===== src/assert_macros.svh =====
// Assertion macros for concurrent checks, included by the top level.
`ifndef ASSERT_MACROS_SVH
`define ASSERT_MACROS_SVH

// Property checked on every rising edge of clk, ignored while arst_n is low.
`define ASSERT_ALWAYS(label, prop, msg) \
	label: assert property (@(posedge clk) disable iff (!arst_n) (prop)) else $error(msg);

// Same-cycle implication checked on every rising edge of clk.
`define ASSERT_IMPLIES(label, ante, cons, msg) \
	label: assert property (@(posedge clk) disable iff (!arst_n) (ante) |-> (cons)) \
		else $error(msg);

// Next-cycle implication checked on every rising edge of clk.
`define ASSERT_NEXT(label, ante, cons, msg) \
	label: assert property (@(posedge clk) disable iff (!arst_n) (ante) |=> (cons)) \
		else $error(msg);

`endif


===== src/rossler_pkg.sv =====
// Shared constants, command types and the saturation helper of the Rossler step block.
`timescale 1ns / 1ps

package rossler_pkg;

	// Sizes of the point store and the screen.
	localparam int NUM_POINTS    = 5;
	localparam int SCREEN_WIDTH  = 1920;
	localparam int SCREEN_HEIGHT = 1080;
	localparam int PT_AW         = (NUM_POINTS > 1) ? $clog2(NUM_POINTS) : 1;

	// Number formats.
	localparam int FRAC_BITS = 21;
	localparam int COORD_W   = 32;
	localparam int PIX_W     = 12;
	localparam int OPND_W    = 33;
	localparam int PROD_W    = 2 * OPND_W;
	localparam int Q21_W     = PROD_W - FRAC_BITS;
	localparam int Q42_W     = PROD_W - 2 * FRAC_BITS;
	localparam int SAT_W     = 48;
	localparam int IDX_W     = 4;

	localparam logic [PROD_W-1:0] HALF_FRAC = PROD_W'(1) << (FRAC_BITS - 1);
	localparam logic [PROD_W-1:0] HALF_PIX  = PROD_W'(1) << (2 * FRAC_BITS - 1);

	// Configuration register indexes.
	localparam int REG_IDX_W = 3;
	localparam logic [REG_IDX_W-1:0] REG_STEP_SIZE     = 3'd0;
	localparam logic [REG_IDX_W-1:0] REG_COEF_A        = 3'd1;
	localparam logic [REG_IDX_W-1:0] REG_COEF_B        = 3'd2;
	localparam logic [REG_IDX_W-1:0] REG_COEF_C        = 3'd3;
	localparam logic [REG_IDX_W-1:0] REG_X_WINDOW_MIN  = 3'd4;
	localparam logic [REG_IDX_W-1:0] REG_Y_WINDOW_MIN  = 3'd5;
	localparam logic [REG_IDX_W-1:0] REG_X_PIXEL_SCALE = 3'd6;
	localparam logic [REG_IDX_W-1:0] REG_Y_PIXEL_SCALE = 3'd7;

	// Configuration reset values.
	localparam logic [30:0]        STEP_SIZE_RST     = 31'd18874;
	localparam logic signed [31:0] COEF_A_RST        = 32'sd419430;
	localparam logic signed [31:0] COEF_B_RST        = 32'sd419430;
	localparam logic signed [31:0] COEF_C_RST        = 32'sd20971520;
	localparam logic signed [31:0] X_WINDOW_MIN_RST  = -32'sd41943040;
	localparam logic signed [31:0] Y_WINDOW_MIN_RST  = -32'sd62914560;
	localparam logic [30:0]        X_PIXEL_SCALE_RST = 31'd90596966;
	localparam logic [30:0]        Y_PIXEL_SCALE_RST = 31'd33973862;

	// Action codes of an input item.
	localparam logic ACT_ADVANCE = 1'b0;
	localparam logic ACT_LOAD    = 1'b1;

	// Operand pairs of the shared multiplier.
	localparam int MUL_SEL_W = 3;
	localparam logic [MUL_SEL_W-1:0] MUL_AY = 3'd0;
	localparam logic [MUL_SEL_W-1:0] MUL_DX = 3'd1;
	localparam logic [MUL_SEL_W-1:0] MUL_XZ = 3'd2;
	localparam logic [MUL_SEL_W-1:0] MUL_CZ = 3'd3;
	localparam logic [MUL_SEL_W-1:0] MUL_DY = 3'd4;
	localparam logic [MUL_SEL_W-1:0] MUL_DZ = 3'd5;
	localparam logic [MUL_SEL_W-1:0] MUL_PX = 3'd6;
	localparam logic [MUL_SEL_W-1:0] MUL_PY = 3'd7;

	// Destinations of a rounded product.
	localparam int WB_SEL_W = 4;
	localparam logic [WB_SEL_W-1:0] WB_NONE = 4'd0;
	localparam logic [WB_SEL_W-1:0] WB_AY   = 4'd1;
	localparam logic [WB_SEL_W-1:0] WB_DX   = 4'd2;
	localparam logic [WB_SEL_W-1:0] WB_XZ   = 4'd3;
	localparam logic [WB_SEL_W-1:0] WB_CZ   = 4'd4;
	localparam logic [WB_SEL_W-1:0] WB_DY   = 4'd5;
	localparam logic [WB_SEL_W-1:0] WB_DZ   = 4'd6;
	localparam logic [WB_SEL_W-1:0] WB_PX   = 4'd7;
	localparam logic [WB_SEL_W-1:0] WB_PY   = 4'd8;

	// Commands from the controller to the datapath.
	typedef struct packed {
		logic                 capture;
		logic [MUL_SEL_W-1:0] mul_sel;
		logic [WB_SEL_W-1:0]  wb_sel;
		logic                 neg_en;
		logic                 sdy_en;
		logic                 sdz_en;
		logic                 nx_en;
		logic                 ny_en;
		logic                 nz_en;
		logic                 pxd_en;
		logic                 pyd_en;
		logic                 emit;
	} cmd_t;

	// Status from the datapath to the controller.
	typedef struct packed {
		logic item_load;
		logic item_in_range;
	} sts_t;

	// Saturate a sign-extended value to the signed 32 bit range.
	function automatic logic signed [COORD_W-1:0] sat32(input logic signed [SAT_W-1:0] v);
		logic signed [COORD_W-1:0] r;
		if (v[SAT_W-1:COORD_W-1] == '0 || v[SAT_W-1:COORD_W-1] == '1) begin
			r = v[COORD_W-1:0];
		end else if (v[SAT_W-1]) begin
			r = {1'b1, {(COORD_W-1){1'b0}}};
		end else begin
			r = {1'b0, {(COORD_W-1){1'b1}}};
		end
		return r;
	endfunction

endpackage


===== src/rossler_ctrl.sv =====
// Controller: sequences the shared multiplier schedule for one item at a time.
`timescale 1ns / 1ps

module rossler_ctrl (
	input  logic                clk,
	input  logic                arst_n,
	input  logic                item_valid,
	output logic                item_ready,
	output logic                res_valid,
	input  logic                res_ready,
	input  rossler_pkg::sts_t   sts,
	output rossler_pkg::cmd_t   cmd
);

	localparam logic [1:0] ST_IDLE = 2'd0;
	localparam logic [1:0] ST_RUN  = 2'd1;
	localparam logic [1:0] ST_DONE = 2'd2;

	// Schedule positions: advance runs steps one to ten, load runs eleven to fourteen.
	localparam int STEP_W = 4;
	localparam logic [STEP_W-1:0] ADV_FIRST = 4'd1;
	localparam logic [STEP_W-1:0] ADV_LAST  = 4'd10;
	localparam logic [STEP_W-1:0] LD_FIRST  = 4'd11;
	localparam logic [STEP_W-1:0] LD_LAST   = 4'd14;

	logic [1:0]        state_q;
	logic [STEP_W-1:0] step_q;
	logic              res_valid_q;
	logic              accept;
	logic              emit;

	assign item_ready = (state_q == ST_IDLE);
	assign accept     = item_valid && item_ready;
	assign emit       = (state_q == ST_DONE) && (!res_valid_q || res_ready);
	assign res_valid  = res_valid_q;

	// Command decode for the current schedule step.
	always_comb begin
		cmd         = '0;
		cmd.capture = accept;
		cmd.emit    = emit;
		cmd.mul_sel = rossler_pkg::MUL_AY;
		cmd.wb_sel  = rossler_pkg::WB_NONE;
		if (state_q == ST_RUN) begin
			unique case (step_q)
				4'd1: begin
					cmd.mul_sel = rossler_pkg::MUL_AY;
					cmd.neg_en  = 1'b1;
				end
				4'd2: begin
					cmd.mul_sel = rossler_pkg::MUL_DX;
					cmd.wb_sel  = rossler_pkg::WB_AY;
				end
				4'd3: begin
					cmd.mul_sel = rossler_pkg::MUL_XZ;
					cmd.wb_sel  = rossler_pkg::WB_DX;
					cmd.sdy_en  = 1'b1;
				end
				4'd4: begin
					cmd.mul_sel = rossler_pkg::MUL_CZ;
					cmd.wb_sel  = rossler_pkg::WB_XZ;
					cmd.nx_en   = 1'b1;
				end
				4'd5: begin
					cmd.mul_sel = rossler_pkg::MUL_DY;
					cmd.wb_sel  = rossler_pkg::WB_CZ;
					cmd.pxd_en  = 1'b1;
				end
				4'd6: begin
					cmd.mul_sel = rossler_pkg::MUL_PX;
					cmd.wb_sel  = rossler_pkg::WB_DY;
					cmd.sdz_en  = 1'b1;
				end
				4'd7: begin
					cmd.mul_sel = rossler_pkg::MUL_DZ;
					cmd.wb_sel  = rossler_pkg::WB_PX;
					cmd.ny_en   = 1'b1;
				end
				4'd8: begin
					cmd.wb_sel  = rossler_pkg::WB_DZ;
					cmd.pyd_en  = 1'b1;
				end
				4'd9: begin
					cmd.mul_sel = rossler_pkg::MUL_PY;
					cmd.nz_en   = 1'b1;
				end
				4'd10: begin
					cmd.wb_sel  = rossler_pkg::WB_PY;
				end
				4'd11: begin
					cmd.pxd_en  = 1'b1;
					cmd.pyd_en  = 1'b1;
				end
				4'd12: begin
					cmd.mul_sel = rossler_pkg::MUL_PX;
				end
				4'd13: begin
					cmd.mul_sel = rossler_pkg::MUL_PY;
					cmd.wb_sel  = rossler_pkg::WB_PX;
				end
				4'd14: begin
					cmd.wb_sel  = rossler_pkg::WB_PY;
				end
				default: begin
				end
			endcase
		end
	end

	// State, step counter and result valid flag.
	always_ff @(posedge clk or negedge arst_n) begin
		if (!arst_n) begin
			state_q     <= ST_IDLE;
			step_q      <= '0;
			res_valid_q <= 1'b0;
		end else begin
			if (emit) begin
				res_valid_q <= 1'b1;
			end else if (res_ready) begin
				res_valid_q <= 1'b0;
			end
			unique case (state_q)
				ST_IDLE: begin
					if (accept) begin
						if (!sts.item_in_range) begin
							state_q <= ST_DONE;
						end else begin
							state_q <= ST_RUN;
							step_q  <= (sts.item_load == rossler_pkg::ACT_LOAD) ?
								LD_FIRST : ADV_FIRST;
						end
					end
				end
				ST_RUN: begin
					if (step_q == ADV_LAST || step_q == LD_LAST) begin
						state_q <= ST_DONE;
					end else begin
						step_q <= step_q + 4'd1;
					end
				end
				ST_DONE: begin
					if (emit) begin
						state_q <= ST_IDLE;
					end
				end
				default: begin
					state_q <= ST_IDLE;
				end
			endcase
		end
	end

endmodule


===== config.mk =====
export PLATFORM = sky130hd
export DESIGN_NAME = rossler_ctrl
export DESIGN_NICKNAME = d
export VERILOG_FILES = /design/src/assert_macros.svh /design/src/rossler_pkg.sv /design/src/rossler_ctrl.sv
export SDC_FILE = /design/constraint.sdc
export NUM_CORES = 1
export LEC_CHECK = 0
export ABC_CLOCK_PERIOD_IN_PS = 1740
export BUFFER_PORTS_ARGS = -buffer_cell sky130_fd_sc_hd__buf_4
export CORE_AREA = 2 2 41 43
export CTS_BUF_LIST = sky130_fd_sc_hd__clkbuf_8
export CTS_CLUSTER_SIZE = 16
export DETAILED_ROUTE_END_ITERATION = 8
export DIE_AREA = 0 0 43 45
export PLACE_DENSITY = 0.77
export SLEW_MARGIN = 10
export SYNTH_ARGS = -nofsm -noshare
export SYNTH_HDL_FRONTEND = slang
export SYNTH_SLANG_ARGS = --single-unit

===== constraint.sdc =====
create_clock -name clk -period 1.74 [get_ports clk]
set_clock_uncertainty 0.05 [all_clocks]
set_input_delay 0.348 -clock clk [delete_from_list [all_inputs] [get_ports clk]]
set_output_delay 0.348 -clock clk [all_outputs]
set_load 0.005 [all_outputs]

### After elaboration in Yosys (flattened, before gate mapping)

Cells that the tools add are included.

* flip-flop bits (word level): 7
* input port bits: 6
* output and inout port bits: 19
* word-level logic and storage cells: 64

* add/subtract/negate cells: 1
* equal/unequal tests: 21
* muxes and demuxes: 23
* reductions and logical operators: 16

Operator list (number)
* $pmux W4 S8: 1
* $eq A4 B4 Y1 const B: 7
* $pmux W3 S7: 1
* $eq A4 B3 Y1 const B: 4
* $mux W4: 4
* $mux W15: 1
* $reduce_or A2 Y1: 6
* $mux W1: 10
* $eq A4 B2 Y1 const B: 2
* $mux W2: 4
* $pmux W4 S2: 1
* $ne A2 B1 Y1 const B: 3
* $pmux W2 S3: 1
* $add A4 B1 Y4 const B: 1
* $eq A4 B1 Y1 const B: 1
* $ne A2 B2 Y1 const B: 2
* $reduce_and A4 Y1: 1
* $reduce_bool A2 Y1: 2
* $reduce_and A3 Y1: 1
* $eq A2 B1 Y1 const B: 1
* $eq A2 B2 Y1 const B: 1
* $logic_and A1 B1 Y1: 2
* $logic_not A2 Y1: 1
* $logic_or A1 B1 Y1: 2
* $logic_not A1 Y1: 1

### Depth between registers and ports, before layout

Gate-level depths: netlist (run 1).

* word-level depth: 5
* mapped depth: 7

### Worst setup path before layout (run 1)

OpenSTA, ideal clock, no wires.

* path kind: flip-flop to output port
* from: register step_q[0]
* to: output cmd[11] (netlist name)
* arrival time: 1.263 ns
* data required time: 1.342 ns
* slack: 0.079 ns
* cell stages (with the launch flop): 6
* path buffers: 0
* path through: dfrtp_1 -> inv_1 -> ha_1 -> inv_1 -> or3_1 -> o22ai_1

RTL lines
* start: declaration: RTL line rossler_ctrl.sv:27 `logic [STEP_W-1:0] step_q;`
* start signal: assignment: RTL line rossler_ctrl.sv:129 `step_q <= (sts.item_load == rossler_pkg::ACT_LOAD) ?`
* start signal: assignment: RTL line rossler_ctrl.sv:138 `step_q <= step_q + 4'd1;`
* end: declaration: RTL line rossler_ctrl.sv:12 `output rossler_pkg::cmd_t cmd`

==> results.md, run 1 <==
* Status: complete, but fails checks
* Failing checks: negative setup slack
* Max-slew violation count at 0
* Data required time of the critical path at 1.34 ns
* Fraction of layout cells with a size suffix above 1 at 0.511
* Number of nets in the layout at 153
* DRC at 0
* Number of H-tree branching levels at 1
* Peak VDD IR at 1.28 mV
* Number of flops mapped to enable cells by yosys at 0
* Sum of negative setup slack at -1.60 ns
* TritonCTS clock tree: yes
* Reg-to-reg setup timing slack at 0.23 ns
* Worst rel slew slack at 0.786
* Top cells by area in the synthesized netlist: dfrtp_1 (25%), ha_1 (8.9%), nand2_1 (8.6%)
* Sequence of cells on the critical path: inv_4, ha_4, inv_2, or3_4, o22ai_2, buf_4
* CP Buf/Inv Count at 3
* FF+latch count, synth at 7
* Placed cell count at 148
* Net count of the mapped netlist at 111
* Cell family contributing the most delay on the critical path: flip-flops
* Final routed wirelength across all metal layers at 2180 um
* Number of clock sinks at 7
* Number of global-route vias before repair at 767
* Cell row count at 14
* Starting density of the core at 0.477
* Area growth syn-to-layout at 67.0%
* Total of endpoints with negative setup slack in the final report at 12
* Power per cell area at 1950 nW/um^2
* Die Span Y at 45 um
* Filler instances at 97
* Wire length of the first global-routing pass at 3430 um
* Routed vias at 838
* Cell at the root of the clock tree: clkbuf_8
* Routed vias/inst at 5.34
* Core region area at 1470 um^2
* Maximum net fanout on the critical path at 5
* Total track usage at 0.233
* Number of violations of the max-capacitance limit at 0
* Final Critical Period at 1.99 ns
* Static Leakage at 0.544 nW
* Hold/Removal Path Class: input port to register
* Most instantiated library cell after synthesis: nand2_1
* Number of iterations in the first detailed-routing pass at 4
* Remaining antenna violation count after routing at 0
* Worst Setup Slack, final at -0.247 ns
* Placed wire-length estimate after detailed placement at 1430 um
* Highest cell delay on the worst timing path at 0.43 ns
* Gp weighted congestion at 0.859
* Die Footprint at 1940 um^2
* Critical path startpoint category: register
* Critical Setup Path Class: register to output port
* Area share of the leading cell type in the synthesized netlist at 0.250
* Final cell count without fillers at 157
* Number of buffers added on ports at 24
* Number of unique standard cell types used by synthesis at 29
* Die X-Extent at 43 um
* Unrepaired setup endpoints after global routing: true
* Max stage delay cell, worst path: dfrtp_2
* Worst EP arrival at 1.59 ns
* Clock buffers created by TritonCTS at 3
* Critical Path End Type: output port
* Share of the yosys chip area belonging to registers at 0.250
* Cell accounting for the most synthesized area: dfrtp_1
* Share of the cycle needed by the critical path after routing at 1.14
* Count of yosys warnings during synthesis at 0
* Most instantiated cells after synthesis: nand2_1 (16), nor2_1 (11), a21oi_1 (10)
* Pin count of the biggest net entering global routing at 13
* Clock transition time at the flip-flop clock pins of the worst setup and hold paths at 0.04 ns
* Latest clock arrival within the worst-skew pair at 0.23 ns
* Detailed-route wire length per cell at 13.9 um
* Max Root-Sink Buffers at 2
* Slew at the pin with the worst max-slew slack at 0.321 ns
* Top-level port count at 25
* Post-synthesis instance area at 702 um^2
* Highest clock rate at 0.503 GHz
* Most used flip-flop cell after synthesis: dfrtp_1
* Count of mapped cells out of synthesis at 100
* Syn Area/Cell at 7.02 um^2
* Initial antenna violation count at 0
* Final count of hold timing violations at 0
* Detailed router's first-iteration violation count at 48
* Fraction of synthesis flops using an asynchronous set or reset pin at 1.00
* Ant. Diodes at 0
* Final Core Density at 0.797
* Remaining Overflow, GRT at 0
## stage by stage
step	setup slack (ns)	power, mW	cell area, um^2	hold WS [ns]
final	-0.247	2.28	1170	0.353
after global routing	-0.302	2.47	1170	0.389
after CTS	-0.211	2.12	1130	0.359
after detailed placement	-0.0869	1.64	970	0.115
after global placement	-0.0232	1.60	970	0.113
after floorplan	0.0792	1.11	702	0.00241
## worst min-delay path, stage by stage
cell and delay, ns:
buf_4 0.11, nand2_1 0.05, a31oi_1 0.08
## flip-flops by register name, indices dropped and copies added, names as in the netlist
| signal | count |
|---|---|
| state_q | 2 |
| res_valid | 1 |
| step_q | 4 |
## path summary, 6_finish.rpt
check / to / cells after the start / from
min: step_q[1]$_DFFE_PN0P_ / 3 / sts[1]
max in group asynchronous: step_q[1]$_DFFE_PN0P_ / 2 / arst_n
max reg2reg: step_q[3]$_DFFE_PN0P_ / 8 / step_q[0]$_DFFE_PN0P_
min in group asynchronous: state_q[0]$_DFFE_PN0P_ / 2 / arst_n
max: cmd[11] / 6 / step_q[1]$_DFFE_PN0P_
min reg2reg: res_valid$_DFFE_PN0P_ / 2 / res_valid$_DFFE_PN0P_
## per-layer routing
metal,track usage,routed length (um),vias to the layer above
met1,0.308,983,389
met5,0,0,-
met2,0.403,1120,25
li1,-,-,419
met4,0.0909,25,0
met3,0.0160,54,5
## area by class of cell
| cell class | instances | area [um^2] | area share |
|---|---|---|---|
| inverters | 6 | 25.0 | 0.0213 |
| multi-input cells | 79 | 557 | 0.475 |
| well taps | 16 | 20.0 | 0.0171 |
| repair buffers | 45 | 348 | 0.297 |
| flip-flops and latches | 7 | 178 | 0.152 |
| clock inverters | 1 | 3.75 | 0.00320 |
| clock buffers | 3 | 41.3 | 0.0352 |
## power by group
| part | internal (mW) | switching [mW] | total, mW |
|---|---|---|---|
| clock network | 0.153 | 0.0729 | 0.226 |
| registers | 0.245 | 0.128 | 0.373 |
| logic | 0.845 | 0.838 | 1.68 |
| total | 1.24 | 1.04 | 2.28 |
## cell families (layout without fill, tap and decap cells)
group,Yosys count,after routing,synth area share
adders and majority gates,5,5,0.0891
AOI/OAI and AO/OA,27,27,0.239
buffers and inverters,14,55,0.107
DFF,7,7,0.250
and+or+nand+nor,47,47,0.316
## placed cells by master, fill, tap and decap left out, types with 3 or more instances in the layout
| master | netlist | routed |
|---|---|---|
| buf_4 | 3 | 42 |
| nand2_1 | 16 | 15 |
| nor2_1 | 11 | 9 |
| a21oi_1 | 10 | 8 |
| nand2b_1 | 6 | 5 |
| dfrtp_1 | 7 | 5 |
| ha_4 | 0 | 4 |
| inv_2 | 1 | 3 |
| a31oi_1 | 3 | 3 |
| inv_1 | 5 | 3 |
| o21ai_0 | 5 | 3 |
| nor3_1 | 4 | 3 |
| clkbuf_8 | 0 | 3 |
## repair_timing
action / CTS / global route
setup endpoints to repair: 14 / 15
endpoints found under the hold margin: 7 / 0
setup buffers: 3 / 1
cloned: 0 / 0
pin swaps: 2 / 3
hold buffers: 1 / 0
resized for setup: 22 / 10
(Power assumes the default switching activity.)
==> inputs of run 2 (changes only) <==
--- a/config.mk
+++ b/config.mk
@@ -7,12 +7,11 @@
 export LEC_CHECK = 0
 export ABC_CLOCK_PERIOD_IN_PS = 1740
 export BUFFER_PORTS_ARGS = -buffer_cell sky130_fd_sc_hd__buf_4
-export CORE_AREA = 2 2 41 43
-export CTS_BUF_LIST = sky130_fd_sc_hd__clkbuf_8
+export CORE_AREA = 2 2 42 44
 export CTS_CLUSTER_SIZE = 16
 export DETAILED_ROUTE_END_ITERATION = 8
-export DIE_AREA = 0 0 43 45
-export PLACE_DENSITY = 0.77
+export DIE_AREA = 0 0 44 46
+export PLACE_DENSITY = 0.73
 export SLEW_MARGIN = 10
 export SYNTH_ARGS = -nofsm -noshare
 export SYNTH_HDL_FRONTEND = slang
==> run 2 against run 1 <==
Critical path type unchanged. Wire length up 0.55%. Die area up 4.6%. Global-route usage fell by 2.7 points. Largest cell class unchanged. The flow still finishes with violations (negative setup slack). Via count is 1.1% higher. Combinational power grew 5%.
==> results.md, run 2 (same netlist as run 1, synthesis figures left out) <==
* Status: complete, but fails checks
* Switching power share of the total at 0.459 (+0.00337)
* Top library cells by usage in the layout, fill and taps aside: buf_4 (40), nand2_1 (14), a21oi_1 (10), nor2_1 (9), buf_6 (6)
* Peak VDD IR at 1.09 mV (-14%)
* Number of violations of the max-capacitance limit at 0 (unchanged)
* Highest cell delay on the worst timing path at 0.46 ns (+0.03 ns)
* Data required time of the critical path at 1.34 ns (about the same)
* DRC at 0 (unchanged)
* Die Footprint at 2020 um^2 (+4.6%)
* Sequence of cells on the critical path: inv_4, ha_4, inv_2, or3_4, o22ai_2, buf_4
* Routed vias/inst at 5.29 (-0.82%)
* Ant. Diodes at 0 (unchanged)
* Number of iterations in the first detailed-routing pass at 4 (unchanged)
* Failing checks: negative setup slack
* Die Span Y at 46 um (+2.2%)
* Initial antenna violation count at 0 (unchanged)
* Number of nets in the layout at 155 (+1.3%)
* Cell row count at 15 (+1)
* Number of H-tree branching levels at 1 (unchanged)
* Gp weighted congestion at 0.870 (+1.3%)
* Max stage delay cell, worst path: dfrtp_2
* Number of global-route vias before repair at 696 (-9.3%)
* Hold/Removal Path Class: input port to register
* Number of clock sinks at 7 (unchanged)
* Largest reg by FF count: step_q
* Flip-flop count of the largest register after layout at 4 (unchanged)
* Worst Setup Slack, final at -0.309 ns (-0.0620 ns)
* Top-level port count at 25 (unchanged)
* Clock buffers created by TritonCTS at 3 (unchanged)
* Placed wire-length estimate after detailed placement at 1360 um (-5.3%)
* Reg power frac at 0.173 (+0.010)
* Wire length of the first global-routing pass at 3070 um (-10%)
* TritonCTS clock tree: yes
* Power per cell area at 1900 nW/um^2 (-2.5%)
* Static Leakage at 0.547 nW (+0.66%)
* Total track usage at 0.206 (-0.0270)
* Final cell count without fillers at 160 (+1.9%)
* Final Core Density at 0.756 (-0.0410)
* Routed vias at 847 (+1.1%)
* Critical path startpoint category: register
* Pre-CTS setup slack at -0.0951 ns (-0.00816 ns)
* Commonest non-fill, non-tap cell in the layout: buf_4
* Slew at the pin with the worst max-slew slack at 0.251 ns (-0.0696 ns)
* Worst rel slew slack at 0.832 (+0.0460)
* Number of buffers added on ports at 24 (unchanged)
* Starting density of the core at 0.435 (-0.0422)
* Final count of hold timing violations at 0 (unchanged)
* Remaining antenna violation count after routing at 0 (unchanged)
* Area growth syn-to-layout at 73.8%
* Placed cell count at 147 (-0.68%)
* Critical Setup Path Class: register to output port
* Worst r2r path cells at 9 (+1)
* Final Critical Period at 2.05 ns (+0.0620 ns)
* Share of the cycle needed by the critical path after routing at 1.18 (+0.0356)
* Worst EP arrival at 1.65 ns (+0.06 ns)
* Max Root-Sink Buffers at 2 (unchanged)
* Latest clock arrival within the worst-skew pair at 0.26 ns (+0.03 ns)
* Fraction of power consumed by combinational cells at 0.760 (+0.022)
* Clk pwr share at 0.066 (-0.033)
* Psw at 1.06 mW (+2.2%)
* Fraction of layout cells with a size suffix above 1 at 0.559 (+0.0488)
* Core region area at 1610 um^2 (+9.7%)
* Pin count of the biggest net entering global routing at 13 (unchanged)
* Final routed wirelength across all metal layers at 2190 um (+0.55%)
* Worst Hold Depth at 3 (unchanged)
* Highest clock rate at 0.488 GHz (-3.0%)
* Max-slew violation count at 0 (unchanged)
* Total of endpoints with negative setup slack in the final report at 13 (+1)
* Detailed-route wire length per cell at 13.7 um (-1.3%)
* Cell at the root of the clock tree: clkbuf_4
* Maximum net fanout on the critical path at 5 (unchanged)
* Worst Hold Margin at 0.321 ns (-0.0320 ns)
* Unrepaired setup endpoints after global routing: true
* Remaining Overflow, GRT at 0 (unchanged)
* Die X-Extent at 44 um (+2.3%)
* Critical Path End Type: output port
* Internal Dissipation at 1.25 mW (+0.86%)
* Sum of negative setup slack at -2.25 ns (-0.654 ns)
* Clock transition time at the flip-flop clock pins of the worst setup and hold paths at 0.05 ns (about the same)
* Detailed router's first-iteration violation count at 17 (-65%)
-- run 2: changes by cell type in the layout (fill, tap and decap cells not counted), moves of 2 or more --
cell / change
dfrtp_1: -3
a21oi_2: -2
and3_1: -2
dfrtp_2: +3
clkbuf_4: +3
clkbuf_8: -3
and3_4: +2
buf_4: -2
a21oi_1: +2
buf_6: +4
-- run 2: timing repair --
action / 4_1_cts / 5_1_grt
resized for setup: 21 / 23
setup endpoints to repair: 15 / 15
endpoints found under the hold margin: 7 / 0
gates cloned: 0 / 0
hold buffers: 1 / 0
buffers inserted: 3 / 5
pin swaps: 5 / 9
-- run 2: power by group through the flow --
| stage | combinational (mW) | sequential, mW | clock, mW |
|---|---|---|---|
| 2_1_floorplan | 0.805 | 0.302 | 0 |
| 3_3_place_gp | 1.23 | 0.341 | 0 |
| 3_5_place_dp | 1.25 | 0.344 | 0 |
| 4_1_cts | 1.45 | 0.361 | 0.154 |
| 5_1_grt | 1.91 | 0.415 | 0.172 |
| 6_report | 1.76 | 0.402 | 0.153 |
-- run 2: path summary, 6_finish.rpt --
| path | start | to | slack (ns) |
|---|---|---|---|
| worst max-delay path | step_q[0]$_DFFE_PN0P_ | cmd[11] | -0.31 |
| worst min-delay path | sts[1] | step_q[1]$_DFFE_PN0P_ | 0.32 |
| worst max register to register | step_q[0]$_DFFE_PN0P_ | step_q[3]$_DFFE_PN0P_ | 0.13 |
| worst min register to register | res_valid$_DFFE_PN0P_ | res_valid$_DFFE_PN0P_ | 0.49 |
| max in group asynchronous | arst_n | step_q[1]$_DFFE_PN0P_ | 1.12 |
| min in group asynchronous | arst_n | step_q[3]$_DFFE_PN0P_ | 0.39 |
-- run 2: critical path: cells and delay by family (launching register included) --
family / cells / cell delay [ns]
flip-flops: 1 / 0.46
adder cells (fa/ha/maj): 1 / 0.16
AO/OA/AOI/OAI: 1 / 0.16
buffers and inverters: 3 / 0.26
AND/OR/NAND/NOR: 1 / 0.34
-- run 2: cell type report --
cell class / instances / area, um^2
clock buffers: 4 / 26.3
flip-flops and latches: 7 / 181
well taps: 17 / 21.3
multi-input cells: 79 / 586
repair buffers: 47 / 378
inverters: 6 / 27.5
fillers: 111 / 394
-- run 2: per-layer routing --
metal / global-route usage / vias to the layer above / wire [um]
met1: 0.282 / 391 / 1000
met3: 0.0357 / 7 / 59
met5: 0 / - / 0
li1: - / 427 / -
met2: 0.326 / 22 / 1090
met4: 0.0727 / 0 / 36
-- run 2: stage by stage --
stage | total power [mW] | instance area, um^2
3_5_place_dp | 1.60 | 956
3_3_place_gp | 1.57 | 956
2_1_floorplan | 1.11 | 702
5_1_grt | 2.49 | 1220
4_1_cts | 1.96 | 1080
6_report | 2.32 | 1220
